## src/hdl/bptc_pkg.sv

```systemverilog
// bptc_pkg: shared types and constants of the barometric compensation block.
// No dependencies; imported by every module of the block but bptc_fifo.
package bptc_pkg;

   typedef enum logic [1:0] {
      CSR_CAL_TEMP    = 2'd0,
      CSR_CAL_PRESS_A = 2'd1,
      CSR_CAL_PRESS_B = 2'd2,
      CSR_CAL_P9      = 2'd3
   } bptc_csr_type;

   typedef struct packed {
      logic        [15:0] t1;
      logic signed [15:0] t2;
      logic signed [15:0] t3;
      logic        [15:0] p1;
      logic signed [15:0] p2;
      logic signed [15:0] p3;
      logic signed [15:0] p4;
      logic signed [15:0] p5;
      logic signed [15:0] p6;
      logic signed [15:0] p7;
      logic signed [15:0] p8;
      logic signed [15:0] p9;
   } bptc_cal_type;

   // front to back queue entry
   typedef struct packed {
      logic        [19:0] raw_pressure;
      logic signed [23:0] t_fine;
      logic signed [15:0] temp_centi;
   } bptc_qitem_type;

   // sideband carried through the divider
   typedef struct packed {
      logic signed [15:0] temp_centi;
      logic               neg;
      logic               zero;
   } bptc_dmeta_type;

   localparam int QITEM_W    = $bits(bptc_qitem_type);
   localparam int DIV_STAGES = 64;

   localparam logic signed [24:0] TFINE_OFFSET = 25'sd128000;
   localparam logic        [20:0] PRESS_BASE   = 21'd1048576;
   localparam logic        [11:0] DIV_SCALE    = 12'd3125;
   localparam logic        [63:0] P1_BIAS      = 64'h0000_8000_0000_0000;
   localparam logic signed [26:0] TEMP_ROUND   = 27'sd128;
   localparam logic signed [26:0] TEMP_MUL     = 27'sd5;

endpackage

```

## src/hdl/bptc_if.sv

```systemverilog
// bptc_req_if / bptc_rsp_if: valid/ready channels of the compensation block.
// No dependencies.
interface bptc_req_if;
   logic        valid;
   logic        ready;
   logic [19:0] raw_temperature;
   logic [19:0] raw_pressure;
   modport source(output valid, raw_temperature, raw_pressure, input ready);
   modport sink(input valid, raw_temperature, raw_pressure, output ready);
endinterface


```

## src/hdl/bptc_front.sv

```systemverilog
// bptc_front: accepts requests, computes fine temperature and centidegrees.
// Depends on bptc_pkg and bptc_req_if.
module bptc_front import bptc_pkg::*; (
   input  logic           clock,
   input  logic           reset,
   input  bptc_cal_type   cal,
   bptc_req_if.sink       req_ch,
   output logic           push,
   output bptc_qitem_type push_item,
   input  logic           full
);

   logic [3:0] vld_ff;
   logic       en;

   logic signed [17:0] a_s;
   logic signed [16:0] b_s;
   logic signed [33:0] prod_a_in, prod_a_ff;
   logic signed [33:0] prod_b_in, prod_b_ff;
   logic [19:0]        up1_ff, up2_ff, up3_ff, up4_ff;

   logic signed [21:0] bsh;
   logic signed [37:0] x_in, x_ff;
   logic signed [22:0] v1t_ff;

   logic signed [23:0] tfine_in, tfine3_ff, tfine4_ff;
   logic signed [26:0] t5;
   logic signed [18:0] tsh;
   logic signed [15:0] temp_in, temp_ff;

   assign en           = !(vld_ff[3] && full);
   assign req_ch.ready = en;
   assign push         = vld_ff[3] && !full;

   assign a_s       = $signed({1'b0, req_ch.raw_temperature[19:3]}) -
                      $signed({1'b0, cal.t1, 1'b0});
   assign b_s       = $signed({1'b0, req_ch.raw_temperature[19:4]}) -
                      $signed({1'b0, cal.t1});
   assign prod_a_in = a_s * cal.t2;
   assign prod_b_in = b_s * b_s;

   assign bsh  = prod_b_ff[33:12];
   assign x_in = bsh * cal.t3;

   assign tfine_in = {v1t_ff[22], v1t_ff} + x_ff[37:14];

   assign t5  = tfine3_ff * TEMP_MUL + TEMP_ROUND;
   assign tsh = t5[26:8];
   always_comb begin
      if (tsh > 19'sd32767) begin
         temp_in = 16'sh7fff;
      end else if (tsh < -19'sd32768) begin
         temp_in = 16'sh8000;
      end else begin
         temp_in = tsh[15:0];
      end
   end

   always_ff @(posedge clock) begin
      if (reset) begin
         vld_ff <= '0;
      end else if (en) begin
         vld_ff <= {vld_ff[2:0], req_ch.valid};
      end
   end

   always_ff @(posedge clock) begin
      if (en) begin
         prod_a_ff <= prod_a_in;
         prod_b_ff <= prod_b_in;
         up1_ff    <= req_ch.raw_pressure;
         x_ff      <= x_in;
         v1t_ff    <= prod_a_ff[33:11];
         up2_ff    <= up1_ff;
         tfine3_ff <= tfine_in;
         up3_ff    <= up2_ff;
         tfine4_ff <= tfine3_ff;
         temp_ff   <= temp_in;
         up4_ff    <= up3_ff;
      end
   end

   assign push_item.raw_pressure = up4_ff;
   assign push_item.t_fine       = tfine4_ff;
   assign push_item.temp_centi   = temp_ff;

endmodule

```

## src/flat_wrapper.sv

```systemverilog
// flat-port wrapper written by rule: the top's interface ports become plain ports
module bptc_front_flat import bptc_pkg::*;
  (clock, reset, cal, push, push_item, full, req_ch_valid, req_ch_raw_temperature, req_ch_raw_pressure, req_ch_ready);
  bptc_req_if req_ch_i ();
  input  logic clock;
  input  logic reset;
  input  bptc_cal_type cal;
  output logic push;
  output bptc_qitem_type push_item;
  input  logic full;
  input wire logic [$bits(req_ch_i.valid)-1:0] req_ch_valid;
  input wire logic [$bits(req_ch_i.raw_temperature)-1:0] req_ch_raw_temperature;
  input wire logic [$bits(req_ch_i.raw_pressure)-1:0] req_ch_raw_pressure;
  output wire logic [$bits(req_ch_i.ready)-1:0] req_ch_ready;
  assign req_ch_i.valid = req_ch_valid;
  assign req_ch_i.raw_temperature = req_ch_raw_temperature;
  assign req_ch_i.raw_pressure = req_ch_raw_pressure;
  assign req_ch_ready = req_ch_i.ready;
  bptc_front u_core (.clock(clock), .reset(reset), .cal(cal), .req_ch(req_ch_i), .push(push), .push_item(push_item), .full(full));
endmodule
```

## config.mk

```make
export PLATFORM = sky130hd
export DESIGN_NAME = bptc_front_flat
export DESIGN_NICKNAME = d
export VERILOG_FILES = /design/src/hdl/bptc_pkg.sv /design/src/hdl/bptc_if.sv /design/src/hdl/bptc_front.sv /design/src/flat_wrapper.sv
export SDC_FILE = /design/constraint.sdc
export NUM_CORES = 2
export LEC_CHECK = 0
export ABC_CLOCK_PERIOD_IN_PS = 30500
export BUFFER_PORTS_ARGS = -buffer_cell sky130_fd_sc_hd__buf_2
export CAP_MARGIN = 20
export CORE_AREA = 8 8 316 318
export DETAILED_ROUTE_END_ITERATION = 7
export DIE_AREA = 0 0 324 326
export PLACE_DENSITY_LB_ADDON = 0.08
export RECOVER_POWER = 50
export SYNTH_ARGS = -nofsm -noshare
export SYNTH_HDL_FRONTEND = slang
export SYNTH_SLANG_ARGS = --single-unit
export TNS_END_PERCENT = 10
```

## constraint.sdc

```tcl
create_clock -name clock -period 30.5 [get_ports clock]
set_clock_uncertainty 0.2 [all_clocks]
set_input_delay 6.1 -clock clock [delete_from_list [all_inputs] [get_ports clock]]
set_output_delay 6.1 -clock clock [all_outputs]
set_load 0.02 [all_outputs]
```

# ---- Yosys cells after proc, flatten, opt, wreduce, memory -nomap -nowiden
# Cells that the tools add are included.
dict set report word_totals {
  ff_bits 277
  inputBits 236
}
dict set report classes {
  add_sub_neg 4
  mul 4
  order_cmp 2
  mux 1
  n_reduce_logical 4
}
# cell count
set op_table {}
lappend op_table {{22-bit by 16-bit multiplier with 38-bit output} 1}
lappend op_table {{17-bit by 17-bit multiplier with 34-bit output} 1}
lappend op_table {{18-bit by 16-bit multiplier with 34-bit output} 1}
lappend op_table {{27-bit by 9-bit adder with 27-bit output, second input constant} 1}
lappend op_table {{24-bit by 4-bit multiplier with 27-bit output, second input constant} 1}
lappend op_table {{24-bit adder} 1}
lappend op_table {{19-bit by 16-bit greater-than comparator with 1-bit output, second input constant} 1}
lappend op_table {{19-bit by 16-bit < comparator with 1-bit output, second input constant} 1}
lappend op_table {{17-bit by 17-bit subtractor with 18-bit output} 1}
lappend op_table {{16-bit by 16-bit subtractor with 17-bit output} 1}
lappend op_table {{16-bit two-way mux} 1}
lappend op_table {{1-bit logical AND} 2}
lappend op_table {{1-bit zero test} 2}

# ---- Logic depth before layout (Yosys ltp)
dict set report depth {
  ltp_word 4
  mapped_depth 39
}

# ---- Least setup slack after synthesis
# No wires, ideal clock.
dict set report synth_path {
  kind {input to output}
  from {in full}
  to {out req_ch_ready}
  arrival_time_ps 11229
  t_required_ps 24200
  path_slack_ps 12971
  path_stages 1
  path_buffers 0
  path_cell_list {nand2_1}
}
dict set report synth_between {
  elab_chain_len 2
}
# element line_no
set synth_rtl {}
lappend synth_rtl {{start: declaration} flat_wrapper.sv:10} ;# input logic full;
lappend synth_rtl {{1-bit logical AND} bptc_front.sv:31} ;# assign en = !(vld_ff[3] && full);
lappend synth_rtl {{1-bit zero test} bptc_front.sv:31}
lappend synth_rtl {{end: declaration} flat_wrapper.sv:14} ;# output wire logic [$bits(req_ch_i.ready)-1:0] req_ch_ready;
# No other way between the ends.

# ---- Worst setup path after layout
dict set report layout_path {
  from {in req_ch_raw_temperature[4]}
  to {reg u_core.prod_b_ff[33] (data pin)}
}
dict set report layout_between {
  elab_chain_len 2
}
# element line_no
set layout_rtl {}
lappend layout_rtl {{start: declaration} flat_wrapper.sv:12} ;# input wire logic [$bits(req_ch_i.raw_temperature)-1:0] req_ch_raw_temperature;
lappend layout_rtl {{16-bit by 16-bit subtractor with 17-bit output} bptc_front.sv:37} ;# assign b_s = $signed({1'b0, req_ch.raw_temperature[19:4]}) -
lappend layout_rtl {{17-bit by 17-bit multiplier with 34-bit output} bptc_front.sv:40} ;# assign prod_b_in = b_s * b_s;
lappend layout_rtl {{named net u_core.prod_b_in[33]} bptc_front.sv:19} ;# logic signed [33:0] prod_b_in, prod_b_ff;
lappend layout_rtl {{end signal: assignment} bptc_front.sv:70} ;# prod_b_ff <= prod_b_in;
lappend layout_rtl {{end: declaration} bptc_front.sv:19}
# The timed path passes the listed nets, and every way through them passes these cells.
# A chain may end at the register's enable or synchronous reset.

==> flow_summary.yaml <==
status:
  outcome: "finished, violations left"
  failed_checks: "max-capacitance violations, max-slew violations"
floorplan:
  dieHeight_um: 326
  initial_core_util_pct: 44.7
  floorplan.core_area_um2: 94400
  die-area_um2: 106000
  ios: 298
  fp.dieW_um: 324
  row_count: 113
clock_tree:
  ctsHtreeMaxLevel: 1
  clock_sink_count: 240
  clockBufferDepth: 3
  cts.reportedPaths.clkPinSlew_ns: 0.06
  cts-root-buf: "clkbuf_16"
  tritoncts_clock_tree: "yes"
  cts.repair_timing.setup_buffer_count: 0
  post_cts_resize_count: 0
  later_pin_clock_latency_in_the_skew_report_ns: 0.57
  cts_buffers: 26
  cts_hold_repair.buffers: 0
sta:
  grt_setup_unrepaired: "false"
  hold_viol_final: 0
  min_period_ns: 15.09
  maxClockFrequency_mhz: 66.3
  finalMaxSlewViolations: 105
  finalSetupTns_ns: 0
  final_min_period_over_clock_period_pct: 49.5
  worst_slack_ns: 15.41
  max-slew-margin-rel_pct: -98.8
  count_of_final_setup_violators: 0
  max_slew.worst_pin.slew_ns: 2.98
synthesis:
  ys_ff_latch: 240
  synth-edff-count: 236
  synthCells: 4136
  synth-warning-count: 0
  synth_async_reset_ratio_pct: 0
  yosys.area_share.xor_xnor_pct: 3.01
  synth_ff_type: "edfxtp_1"
  synth_compound_area_share_pct: 4.50
  muxShareOfSynthArea_pct: 0.0742
  yosysUniqueCellTypes: 67
  post_synthesis_share_of_cell_area_spent_on_and_or_nand_and_nor_gates_pct: 11.2
  seq_area_frac_synth_pct: 17.0
  synth_fa_ha_area_share_pct: 53.5
  postSynthNetCount: 5636
  syn_avg_cell_area_um2: 10.2
  synth_area_um2: 42200
  synth_top_family_by_area: "adder cells"
global_routing:
  grt_max_degree: 73
  grt_antenna_before_repair: 2
  grtUsageTotal_pct: 18.6
  grt_pass1_wl_um: 157000
  first_global_vias: 29024
  grt-ovfl-total: 0
detailed_routing:
  drc: 0
  ant_nets: 0
  avgViaCountPerCell: 4.84
  avgRoutedWirePerCell_um: 17.6
  1st_pass_router_iterations: 5
  detailroute.via_count: 26600
  drt-initial-drc-count: 1151
  detail_route.wirelength_um: 96500
final_layout:
  antennaDiodeCount: 0
  layout.cells.non_filler: 5497
  nNetsFinal: 5718
  final_layout_size_suffix_gt1_share_pct: 4.42
  layout-area-overhead-vs-synth_pct: 6.84
worst_setup_path:
  timing.critical_path.slowest_cell_delay_ns: 0.61
  timing.critical_path.to_type: "register"
  timing.critical_path.required_ns: 30.58
  crit_type: "in2reg"
  path_max_fanout: 24
  worstPathArrival_ns: 15.17
  critical-path-slowest-cell: "xor2_1"
  critical-path-top-cell-by-count: "inv_1"
  start_kind: "input pin"
placement:
  place_congestion: 0.807
  detailedPlace.worstSlack_ns: 14.64
  detailedPlacementHpwl_um: 76100
  port-buffer-count: 150
  dp_cells: 5454
run:
  max-cap-violations: 2
worst_hold_path:
  worstHoldPathType: "reg2reg"
==> cells in the final DEF, fill, tap and decap left out, drive strengths merged, types with 5 or more instances in the layout <==
master  Yosys  final
inv      1060   1060
fa        902    902
nand2     486    486
ha        362    362
and2      246    246
edfxtp    236    236
nor2      128    128
buf         7    120
xnor2     105    105
clkbuf    121     88
a21oi      77     77
a21o       55     55
nand2b     40     40
xor2       39     39
o21ai      38     38
nand3      28     28
nor2b      26     26
clkinv      7     21
o21a       19     19
nor3       18     18
o21bai     16     16
and3       13     13
nand4       9      9
a211oi      9      9
a31o        9      9
or3         6      6
or2         6      6
a31oi       6      6
o31ai       5      5
==> path summary, 6_finish.rpt <==
kind / start / to / slack, ns / cells past startpoint
min reg2reg: u_core.up2_ff[15]$_DFFE_PN_ / u_core.up3_ff[15]$_DFFE_PN_ / 0.22 / 0
max reg2reg: u_core.prod_b_ff[17]$_DFFE_PN_ / u_core.x_ff[36]$_DFFE_PN_ / 22.97 / 23
min: u_core.up2_ff[15]$_DFFE_PN_ / u_core.up3_ff[15]$_DFFE_PN_ / 0.22 / 0
max: req_ch_raw_temperature[4] / u_core.prod_b_ff[33]$_DFFE_PN_ / 15.41 / 37
==> final cells by class <==
type / instances / area (um2)
Clock buffer: 26 / 651
Tap cell: 1265 / 1580
Clock inverter: 16 / 154
Inverter: 1067 / 4010
Timing Repair Buffer: 182 / 908
Multi-Input combinational cell: 2701 / 30600
Sequential cell: 240 / 7170
Fill cell: 9099 / 49400
==> state kept, by name, indices dropped and copies added (netlist names) <==
register,cells
u_core.prod_a_ff,23
u_core.prod_b_ff,22
u_core.temp_ff,16
u_core.tfine3_ff,24
u_core.tfine4_ff,24
u_core.up1_ff,20
u_core.up2_ff,20
u_core.up3_ff,20
u_core.up4_ff,20
u_core.v1t_ff,23
u_core.vld_ff,4
u_core.x_ff,24
==> synth_stat cells, types with 13 or more instances <==
cell type,instances,area share [%]
ha_1,362,11
xnor2_1,104,2.2
nand2_1,486,4.3
o21ai_0,36,0.43
o21a_1,18,0.32
o21bai_1,15,0.27
inv_1,1060,9.4
a21o_1,55,0.98
xor2_1,39,0.81
and3_1,13,0.19
and2_1,246,3.6
a21oi_1,76,0.90
edfxtp_1,236,17
nand3_1,28,0.33
nand2b_1,40,0.59
nor2b_1,26,0.39
fa_1,902,43
clkbuf_1,121,1.1
nor3_1,18,0.21
nor2_1,128,1.1
==> critical path, delay by kind of cell <==
kind | cells | cell delay (ns)
and+or+nand+nor | 3 | 0.34
buffers and inverters | 10 | 1.16
AOI/OAI and AO/OA | 13 | 2.93
adders and majority gates | 9 | 3.85
xor gates and xnor gates | 2 | 0.78
==> routing by layer <==
layer  up-vias  global-route usage (%)  part of all wire (%)
met5         -                       0                     0
met4         0                    3.46                   1.8
met1     13534                    26.3                    46
met2       471                    31.5                    48
met3       100                    1.61                   4.0
li1      12495                       -                     -
==> per-stage QoR <==
step	hold slack (ns)	area, um2	utilization, %
2_1_floorplan	0.200	42200	-
3_3_place_gp	0.202	44300	47.0
3_5_place_dp	0.205	44300	47.0
4_1_cts	0.213	45200	47.8
5_1_grt	0.222	45100	47.7
6_report	0.216	45100	47.7
==> cells by family (layout without fill, tap and decap cells) <==
group	Yosys count	count (layout)
adder cells (fa/ha/maj)	1264	1264
XOR/XNOR	144	144
buffers and inverters	1195	1291
AND/OR/NAND/NOR	1011	1011
AO/OA/AOI/OAI	279	279
flip-flops	240	240
multiplexers	3	3
Power is left out: the tool's default activity adds up to more than one toggle a clock period on the data nets, which glitch-free logic cannot reach.
