### src/hdl/bptc_fifo.sv
// bptc_fifo: short queue between the front and back halves.
// Depends on nothing but its parameters.
module bptc_fifo #(
   parameter int DEPTH = 4,
   parameter int WIDTH = 60
) (
   input  logic             clock,
   input  logic             reset,
   input  logic             push,
   input  logic [WIDTH-1:0] wdata,
   input  logic             pop,
   output logic [WIDTH-1:0] rdata,
   output logic             full,
   output logic             avail
);

   localparam int PW = $clog2(DEPTH);
   localparam int CW = $clog2(DEPTH + 1);
   localparam logic [PW-1:0] LAST  = PW'(DEPTH - 1);
   localparam logic [CW-1:0] CDEPTH = CW'(DEPTH);

   logic [WIDTH-1:0] mem_ff [DEPTH];
   logic [PW-1:0]    wr_ff, rd_ff;
   logic [CW-1:0]    cnt_ff;

   assign full  = (cnt_ff == CDEPTH);
   assign avail = (cnt_ff != '0);
   assign rdata = mem_ff[rd_ff];

   always_ff @(posedge clock) begin
      if (reset) begin
         wr_ff  <= '0;
         rd_ff  <= '0;
         cnt_ff <= '0;
      end else begin
         if (push) begin
            wr_ff <= (wr_ff == LAST) ? '0 : wr_ff + 1'b1;
         end
         if (pop) begin
            rd_ff <= (rd_ff == LAST) ? '0 : rd_ff + 1'b1;
         end
         if (push && !pop) begin
            cnt_ff <= cnt_ff + 1'b1;
         end else if (pop && !push) begin
            cnt_ff <= cnt_ff - 1'b1;
         end
      end
   end

   always_ff @(posedge clock) begin
      if (push) begin
         mem_ff[wr_ff] <= wdata;
      end
   end

   a_no_overfill: assert property (@(posedge clock) disable iff (reset)
      cnt_ff <= CDEPTH) else $error("queue count beyond depth");
   a_pop_nonempty: assert property (@(posedge clock) disable iff (reset)
      pop |-> cnt_ff != '0) else $error("pop from empty queue");
   a_push_count: assert property (@(posedge clock) disable iff (reset)
      (push && !pop) |=> cnt_ff == $past(cnt_ff) + 1'b1)
      else $error("queue count not advanced on push");

endmodule

### config.mk
export PLATFORM = sky130hd
export DESIGN_NAME = bptc_fifo
export DESIGN_NICKNAME = d
export VERILOG_FILES = /design/src/hdl/bptc_fifo.sv
export SDC_FILE = /design/constraint.sdc
export NUM_CORES = 1
export LEC_CHECK = 0
export BUFFER_PORTS_ARGS = -buffer_cell sky130_fd_sc_hd__buf_2
export CAP_MARGIN = 20
export CORE_UTILIZATION = 57
export CTS_CLUSTER_SIZE = 16
export DETAILED_ROUTE_END_ITERATION = 10
export PLACE_DENSITY = 0.79
export REMOVE_ABC_BUFFERS = 1
export SYNTH_ARGS = -nofsm -noshare
export SYNTH_HDL_FRONTEND = slang
export SYNTH_SLANG_ARGS = --single-unit
### constraint.sdc
create_clock -name clock -period 2.8 [get_ports clock]
set_input_delay 0.14 -clock clock [delete_from_list [all_inputs] [get_ports clock]]
set_output_delay 0.14 -clock clock [all_outputs]
set_load 0.005 [all_outputs]
# Word level (Yosys, flattened, before mapping)
# Memories as Yosys holds them, arrays and structs flattened. A register that Yosys moved wholly into a read port is not among the register bits.
# Index checks and enable logic that the tools add are counted.
# word_totals
out_inout_bits,62
reg_bits,7
mem_bits_rw,240
memories,1
word_cells,25
input_bits,64
# mem_list
memory,depth,word_bits,rd,rd_clocked_by_memory_dff,write_ports,line_no,text
mem_ff,4,60,1,1,1,22,logic [WIDTH-1:0] mem_ff [DEPTH];
# op_classes
n_mux,8
reduce_logical,6
add_sub_neg,4
eq_ne,3
# op_table
cell,n
$mux W2,4
$mux W3,2
$add A2 B1 Y2 const B,2
$eq A2 B2 Y1 const B,2
$add A3 B1 Y3 const B,1
$eq A3 B3 Y1 const B,1
$reduce_bool A3 Y1,1
$sub A3 B1 Y3 const B,1
$logic_and A1 B1 Y1,2
$logic_not A1 Y1,2
$mux W1,2
$reduce_bool A2 Y1,1

# Logic depth before layout (Yosys ltp)
# Gate-level depths: netlist of the first run.
# depth
ltp_word,4
mapped_depth,7
ltp_nobuf,7

# Worst setup path before layout of the first run
# Ideal clock, no wire load.
# synth_path
kind,register to register
startpoint,register wr_ff[0]
endpoint,"memory mem_ff[3][0], enable pin"
t_arrival_ns,1.965
required_ns,2.376
n_path_buf,0
setup_ns,0.424
path_slack_ns,0.411
path_stages_with_launch,3
period_less_slack_ns,2.389
path_cell_list,dfxtp_1 ha_1 and2_1
# synth_lines
element,line_no,text
from (decl),23,"logic [PW-1:0] wr_ff, rd_ff;"
from (signal assigned),37,wr_ff <= (wr_ff == LAST) ? '0 : wr_ff + 1'b1;
to (decl),22,
# No word-level cell before the write port.

==> results.md, run 1 <==
- The minimum clock period is 2.41 ns.
- The x dimension of the die is 129 um.
- The number of cells on the worst reg-to-reg path is 4.
- The flow ran to the end, and the final reports show no timing, DRC or antenna violations.
- Between clock sinks in the finished design, the worst skew comes to 0.00505 ns.
- The relative slew slack is 40.4%.
- For this run, the number of Yosys warnings is 0.
- Pin placement for this block handled 126 I/O pins.
- For this run, design rule violations remaining after detail routing come to 0.
- Yosys attributes the largest share of cell area to sky130_fd_sc_hd__edfxtp_1 79%, sky130_fd_sc_hd__mux4_2 15%, sky130_fd_sc_hd__dfxtp_1 2.0%.
- The placeable core area is 0.0154 mm2.
- The number of hold violations in the final report was 0.
- The height of the die is 129 um.
- The TritonCTS clock tree is yes.
- The pin count of the biggest net entering global routing is 61.
- In this run the clock root is driven by a sky130_fd_sc_hd__clkbuf_16.
- The mean cell area of the mapped netlist is 25.6 um2.
- VDD sags by at most 0.625 mV.
- The die footprint is 0.0166 mm2.
- The unique cell type count in the Yosys netlist is 18.
- Setup violations remaining at the end of the flow were counted as 0.
- Setup repair after global routing left no endpoint under its margin.
- The hold path startpoint is wdata[13].
- In this run the power density over the cells is 701 mW/mm2.
- Across all register-to-register paths, the minimum setup slack is 1.04 ns.
- The portion of the clock cycle consumed by the worst path in the final layout is 86.1%.
- The netlist area before placement is 0.00917 mm2.
- The number of nets with antenna violations after routing is 0.
- The initial antenna violation count is 1.
- The overall track demand over capacity in global routing is 20.2%.
- The row count is 45.
- The static leakage is 3.94 nW.
- The area share of the largest cell type after synthesis is 78.6%.
- The capturing element type of the critical path is a primary output.
- The worst setup path is of the reg -> out kind.
- At the worst endpoint, the required time is 2.66 ns.
- The maximum fanout along the worst path is 25.
- The maximum number of buffers from clock root to sink is 3.
- Port buffering added 125 buffers.
- In this run, synthesis produced a sequential element count of 249.
- The final routed wirelength across all metal layers is 15900 um.
- The transition time of the tightest slew-check pin is 0.894 ns.
- In the routed layout, each cell is associated on average with a via count of 5.45.
- The number of slew-limit violations in the final report came to 0.
- Counting every instance in the synthesized netlist gives 358.
- The clock edge transition at the registers on the reported setup and hold paths is 0.06 ns.
- The capture point of the worst path is rdata[28].
- The post-layout instance count excluding filler cells is 799.
- For this configuration, the core starts out at a cell density of 59.4%.
- Based on the critical path, the design can be clocked at up to 415 MHz.
- At the end of routability-driven placement, the weighted congestion stood at 0.688.
- The via count of the first global-routing pass came to 4697.
- The first-pass GRT wire length is 24800 um.
- Detailed placement ended at an HPWL of 9220 um.
- Summing all non-filler instances in the final layout gives an area of 0.0114 mm2.
- The tool flagged a number of max-cap violations equal to 0.
- The filler cells instantiated in the layout total 923.
- Detailed routing inserted a total of 4351 vias.
- CTS built an H-tree with a depth of 1.
- The largest total area in the synthesized netlist belongs to sky130_fd_sc_hd__edfxtp_1.
- The kind of path behind the tightest hold check is in -> reg.
- The global-route congestion overflow total is 0.
- TritonCTS created 24 clock buffers.
- The signal arrival time at the worst endpoint is 2.27 ns.
- The critical register-to-register path startpoint is wr_ff[0].
- Compared with the post-synthesis result, the final layout area differs by 24.4%.
- The initial detailed-routing violation count is 253.
- The count of TritonRoute iterations in the first routing pass is 5.
- The number of sinks handled by clock tree synthesis is 249.
- The share of post-route cells with drive strength above 1 is 40.4%.
- The placed cell count is 692.
- For the worst-skew pair, the clock arrives at the later sink with an insertion delay of 0.50 ns.
- The average wire per standard cell is 19.9 um.
- The register area share after synthesis is 80.6%.
- STA classifies the critical path startpoint as a flip-flop.
- In this run the critical register-to-register path is captured at mem_ff[0][57].
- The post-CTS setup buffer count is 0.
- The quantity of gates resized following cts is 0.
- The final net count is 641.
- After detailed placement, the total cell area comes to 0.0100 mm2.
## power breakdown
| group | internal (mW) | switching (mW) | total, mW |
|---|---|---|---|
| Sequential | 4.27 | 0.0847 | 4.35 |
| Clock | 1.71 | 1.25 | 2.96 |
| Combinational | 0.378 | 0.301 | 0.679 |
## routing by layer
| metal | up-vias | global-route usage, % | part of all wire, % | wire (um) |
|---|---|---|---|---|
| li1 | 1951 | - | - | - |
| met1 | 2225 | 26.1 | 41 | 6520 |
| met2 | 141 | 34.8 | 51 | 8100 |
| met3 | 34 | 4.74 | 6.3 | 999 |
| met4 | 0 | 5.61 | 2.0 | 320 |
| met5 | - | 0 | 0 | 0 |
## logic make-up (layout without fill, tap and decap cells)
logic type | count (synthesis) | in the layout | share of synthesized area [%]
mux | 64 | 64 | 15.2
buf+inv | 18 | 247 | 1.97
fa+ha+maj | 7 | 7 | 1.04
flops | 249 | 249 | 80.6
other cells | 0 | 1 | 0
simple gates | 15 | 15 | 0.860
compound gates | 3 | 3 | 0.164
xor+xnor | 2 | 2 | 0.191
## per-stage QoR
| stage | power, mW | TNS, ns | hold WS [ns] | util [%] | worst slack (ns) |
|---|---|---|---|---|---|
| finish | 7.99 | 0 | 0.389 | 73.9 | 0.388 |
| floorplan | 4.74 | -33.98 | 0.209 | - | -0.566 |
| global placement | 5.02 | 0 | 0.350 | 65.0 | 0.836 |
| global route | 8.27 | 0 | 0.384 | 73.9 | 0.225 |
| CTS | 8.06 | 0 | 0.368 | 73.9 | 0.306 |
| detailed placement | 5.05 | 0 | 0.357 | 65.0 | 0.832 |
## layout make-up
class / count / area (um2) / area share, %
Sequential cell: 249 / 7390 / 64.9
Multi-Input combinational cell: 91 / 1610 / 14.1
Timing Repair Buffer: 200 / 1380 / 12.1
Clock buffer: 36 / 697 / 6.11
Tap cell: 211 / 264 / 2.32
Clock inverter: 7 / 33.8 / 0.296
Inverter: 4 / 15.0 / 0.132
Antenna cell: 1 / 2.50 / 0.0220
## worst max-delay path, stage by stage (launching register included)
cell and delay (ns):
sky130_fd_sc_hd__dfxtp_4 0.68, sky130_fd_sc_hd__buf_4 0.39, sky130_fd_sc_hd__mux4_2 0.55, sky130_fd_sc_hd__buf_2 0.14
## sequential cells by signal, summed over array words and instances, names as in the netlist, named ones only
| name | flops |
|---|---|
| rd_ff | 2 |
| cnt_ff | 3 |
| wr_ff | 2 |
| mem_ff | 240 |
## Yosys cell counts (all sizes together)
| cell | n |
|---|---|
| a21oi | 2 |
| and2 | 4 |
| buf | 14 |
| dfxtp | 9 |
| edfxtp | 240 |
| fa | 1 |
| ha | 6 |
| inv | 4 |
| mux2i | 4 |
| mux4 | 60 |
| nor2 | 7 |
| nor3b | 2 |
| o21ai | 1 |
| or3 | 2 |
| xor2 | 2 |
## cell usage in the layout, fill, tap and decap left out
cell                            instances
sky130_fd_sc_hd__a21oi_1                2
sky130_fd_sc_hd__and2_4                 4
sky130_fd_sc_hd__buf_12                 3
sky130_fd_sc_hd__buf_2                125
sky130_fd_sc_hd__buf_4                  9
sky130_fd_sc_hd__clkbuf_1               8
sky130_fd_sc_hd__clkbuf_16             25
sky130_fd_sc_hd__clkbuf_8               3
sky130_fd_sc_hd__clkinv_1               1
sky130_fd_sc_hd__clkinv_2               6
sky130_fd_sc_hd__dfxtp_1                7
sky130_fd_sc_hd__dfxtp_4                2
sky130_fd_sc_hd__diode_2                1
sky130_fd_sc_hd__dlygate4sd3_1         63
sky130_fd_sc_hd__edfxtp_1             240
sky130_fd_sc_hd__fa_1                   1
sky130_fd_sc_hd__ha_1                   6
sky130_fd_sc_hd__inv_1                  4
sky130_fd_sc_hd__mux2i_1                4
sky130_fd_sc_hd__mux4_2                60
sky130_fd_sc_hd__nor2_1                 7
sky130_fd_sc_hd__nor3b_1                2
sky130_fd_sc_hd__o21ai_0                1
sky130_fd_sc_hd__or3_1                  2
sky130_fd_sc_hd__xor2_1                 2
## repair_timing
item	in CTS	in global routing
hold endpoints to repair	249	0
hold buffers	63	0
endpoints found under the setup margin	0	0
## worst min path at each step
stage	end	slack [ns]	depth (start not counted)
5_1_grt	mem_ff[3][22]	0.38	2
6_report	mem_ff[2][13]	0.39	2
3_3_place_gp	mem_ff[0][10]	0.35	1
4_1_cts	mem_ff[1][13]	0.37	2
2_1_floorplan	cnt_ff[2]	0.21	1
3_5_place_dp	mem_ff[3][51]	0.36	1
Power figures use the tool's default switching activity.
==> run 2: changes to the inputs <==
--- a/config.mk
+++ b/config.mk
@@ -7,7 +7,10 @@
 export LEC_CHECK = 0
 export BUFFER_PORTS_ARGS = -buffer_cell sky130_fd_sc_hd__buf_2
 export CAP_MARGIN = 20
-export CORE_UTILIZATION = 57
+export CELL_PAD_IN_SITES_DETAIL_PLACEMENT = 1
+export CELL_PAD_IN_SITES_GLOBAL_PLACEMENT = 1
+export CORE_UTILIZATION = 50
+export CTS_BUF_LIST = sky130_fd_sc_hd__clkbuf_4 sky130_fd_sc_hd__clkbuf_8 sky130_fd_sc_hd__clkbuf_16
 export CTS_CLUSTER_SIZE = 16
 export DETAILED_ROUTE_END_ITERATION = 10
 export PLACE_DENSITY = 0.79
==> constraint.sdc (replaced) <==
create_clock -name clock -period 2.5 [get_ports clock]
set_input_delay 0.125 -clock clock [delete_from_list [all_inputs] [get_ports clock]]
set_output_delay 0.125 -clock clock [all_outputs]
set_load 0.005 [all_outputs]
==> results.md, run 2 (synthesis gave the netlist of run 1 again) <==
- The clock edge transition at the registers on the reported setup and hold paths came to 0.06 ns (about the same).
- The average wire per standard cell was 23.1 um (+16%).
- The maximum fanout along the worst path is 36 (+44%).
- The relative slew slack is 68.2% (+28 points).
- The run finished with clean final reports.
- The capturing element type of the critical path is a primary output.
- The initial antenna violation count is 0 (-1).
- The global-route congestion overflow total is 0 (unchanged).
- The number of design rule violations left after detail routing is 0 (unchanged).
- The insertion delay to the later sink of the worst-skew pair is 0.51 ns (about the same).
- The total clock buffers created by CTS is 25 (+4.2%).
- The placeable core area was 0.0180 mm2 (+16%).
- The starting density of the core came to 51.0% (-8.4 points).
- The number of levels in the clock H-tree came to 1 (unchanged).
- The power density relative to cell area was 819 mW/mm2 (+17%).
- The placement-stage cell area is 0.0101 mm2 (+0.25%).
- Setup repair after global routing left no endpoint under its margin.
- The number of filler instances in the final layout is 1498 (+62%).
- The x dimension of the die came to 137 um (+6.7%).
- The summed area of non-filler cells in the final layout is 0.0115 mm2 (+1.1%).
- The overall track demand over capacity in global routing is 20.5% (+0.27 points).
- The count of input and output buffers is 125 (unchanged).
- CTS placed an instance of sky130_fd_sc_hd__clkbuf_16 at the clock tree root.
- The number of nets with antenna violations after routing was 0 (unchanged).
- The initial detailed-routing violation count is 258 (+2.0%).
- The placed cell count is 709 (+2.5%).
- The count of final setup violators is 0 (unchanged).
- The via count of the first global-routing pass is 4961 (+5.6%).
- The final routed wirelength across all metal layers was 18800 um (+18%).
- The total I/O pin count is 126 (unchanged).
- The static leakage was 4.00 nW (+1.4%).
- The global placement routability congestion was 0.697 (+1.3%).
- The largest register by flop count is mem_ff.
- The number of slew-limit violations in the final report is 0 (unchanged).
- The HPWL after detailed placement is 11300 um (+22%).
- From synthesis to final layout, the design area changed by 25.8%.
- The post-layout instance count excluding filler cells is 816 (+2.1%).
- The maximum number of buffers from clock root to sink is 3 (unchanged).
- The height of the die came to 137 um (+6.7%).
- The row count came to 49 (+8.9%).
- The die footprint is 0.0189 mm2 (+14%).
- The kind of path behind the tightest hold check is in -> reg.
- The required time of the worst setup path is 2.38 ns (-0.28 ns).
- The number of flip-flops in the largest register is 240 (unchanged).
- The portion of the clock cycle consumed by the worst path in the final layout is 90.8%.
- STA classifies the critical path startpoint as a flip-flop.
- The antenna diode count is 0 (-1).
- The overall via count from detail_route is 4476 (+2.9%).
- The signal arrival time at the worst endpoint is 2.14 ns (-0.13 ns).
- In the final layout, the registers with the most flip-flops are mem_ff x240, cnt_ff x3.
- The TritonCTS clock tree is yes.
- The minimum clock period is 2.27 ns.
- The number of hold violations in the final report is 0 (unchanged).
- The worst setup skew after layout came to 0.0219 ns (+0.0169 ns).
- The tightest hold margin is 0.0301 ns (-0.359 ns).
- The via-per-instance ratio is 5.49 (+0.73%).
- The most common cell after layout, fill and taps aside is sky130_fd_sc_hd__edfxtp_1.
- For this run, the top clock speed supported by timing is 441 MHz.
- The pin count of the biggest net entering global routing is 61 (unchanged).
- The count of TritonRoute iterations in the first routing pass is 4 (-1).
- The setup path with the least slack is of type reg -> out.
- The max-cap violation count is 0 (unchanged).
- The first-pass GRT wire length came to 28000 um (+13%).
- The final net count came to 640 (-0.16%).
- The post-CTS setup buffer count is 0 (unchanged).
- The transition time of the tightest slew-check pin is 0.477 ns (-0.417 ns).
- In the layout the commonest cells are 240 x sky130_fd_sc_hd__edfxtp_1, 125 x sky130_fd_sc_hd__buf_2, 62 x sky130_fd_sc_hd__dlygate4sd3_1.
- The share of post-route cells with drive strength above 1 was 41.6% (+1.2 points).
- The number of sinks handled by clock tree synthesis is 249 (unchanged).
- The peak ir drop on the vdd network is 0.544 mV (-13%).
[run 2: cell types whose count changed in the layout (fill, tap and decap cells not counted)]
| cell | previous run | this run |
|---|---|---|
| sky130_fd_sc_hd__clkbuf_1 | 8 | 0 |
| sky130_fd_sc_hd__clkbuf_4 | 0 | 8 |
| sky130_fd_sc_hd__clkinv_2 | 6 | 2 |
| sky130_fd_sc_hd__bufinv_16 | 0 | 3 |
| sky130_fd_sc_hd__buf_4 | 9 | 7 |
| sky130_fd_sc_hd__clkinv_1 | 1 | 3 |
| sky130_fd_sc_hd__buf_12 | 3 | 4 |
| sky130_fd_sc_hd__dfxtp_2 | 0 | 1 |
| sky130_fd_sc_hd__dfxtp_4 | 2 | 1 |
| sky130_fd_sc_hd__diode_2 | 1 | 0 |
| sky130_fd_sc_hd__dlygate4sd3_1 | 63 | 62 |
| sky130_fd_sc_hd__inv_6 | 0 | 1 |
[run 2: path summary, 6_finish.rpt]
check                           cells after the start       from  slack, ns            end
worst max-delay path                                3  flip-flop       0.23       rdata[2]
worst min register to register                      2   rd_ff[1]       0.55      flip-flop
worst min-delay path                                3       push       0.03       wr_ff[1]
worst max register to register                      4   wr_ff[0]       0.71  mem_ff[2][47]
[run 2: metrics by stage]
stage          TNS, ns  power (mW)  util [%]  setup WS (ns)
3_3_place_gp         0        5.64      56.0          0.708
4_1_cts              0        9.53      64.2          0.173
2_1_floorplan   -51.08        5.31         -         -0.851
5_1_grt              0        9.73      64.2          0.105
6_report             0        9.44      64.2          0.231
3_5_place_dp         0        5.69      56.0          0.720
[run 2: critical path: stages, from the launching register on]
cell and delay (ns):
sky130_fd_sc_hd__dfxtp_4 0.55, sky130_fd_sc_hd__buf_12 0.34, sky130_fd_sc_hd__mux4_2 0.56, sky130_fd_sc_hd__buf_2 0.15
[run 2: routing by layer]
layer,routed length [um],vias to the layer above,track usage [%]
li1,-,1946,-
met1,7670,2378,25.4
met2,9960,128,36.8
met3,887,24,3.72
met4,314,0,5.56
met5,0,-,0
[run 2: final cells by class]
| type | count | area [um2] | area share, % |
|---|---|---|---|
| inverter | 4 | 15.0 | 0.130 |
| timing repair buffer | 198 | 1380 | 12.0 |
| clock buffer | 36 | 727 | 6.31 |
| tap | 229 | 287 | 2.49 |
| sequential | 249 | 7390 | 64.1 |
| clock inverter | 9 | 120 | 1.04 |
| multi-input combinational | 91 | 1610 | 13.9 |
[run 2: where the power goes]
group          internal (mW)  switching [mW]  total [mW]
Sequential              4.78          0.0684        4.85
Clock                   2.33            1.44        3.77
Combinational          0.425           0.398       0.823
[run 2: what timing repair did]
item | CTS | global route
resized for setup | 0 | 0
hold endpoints to repair | 249 | 0
hold buffers | 62 | 0
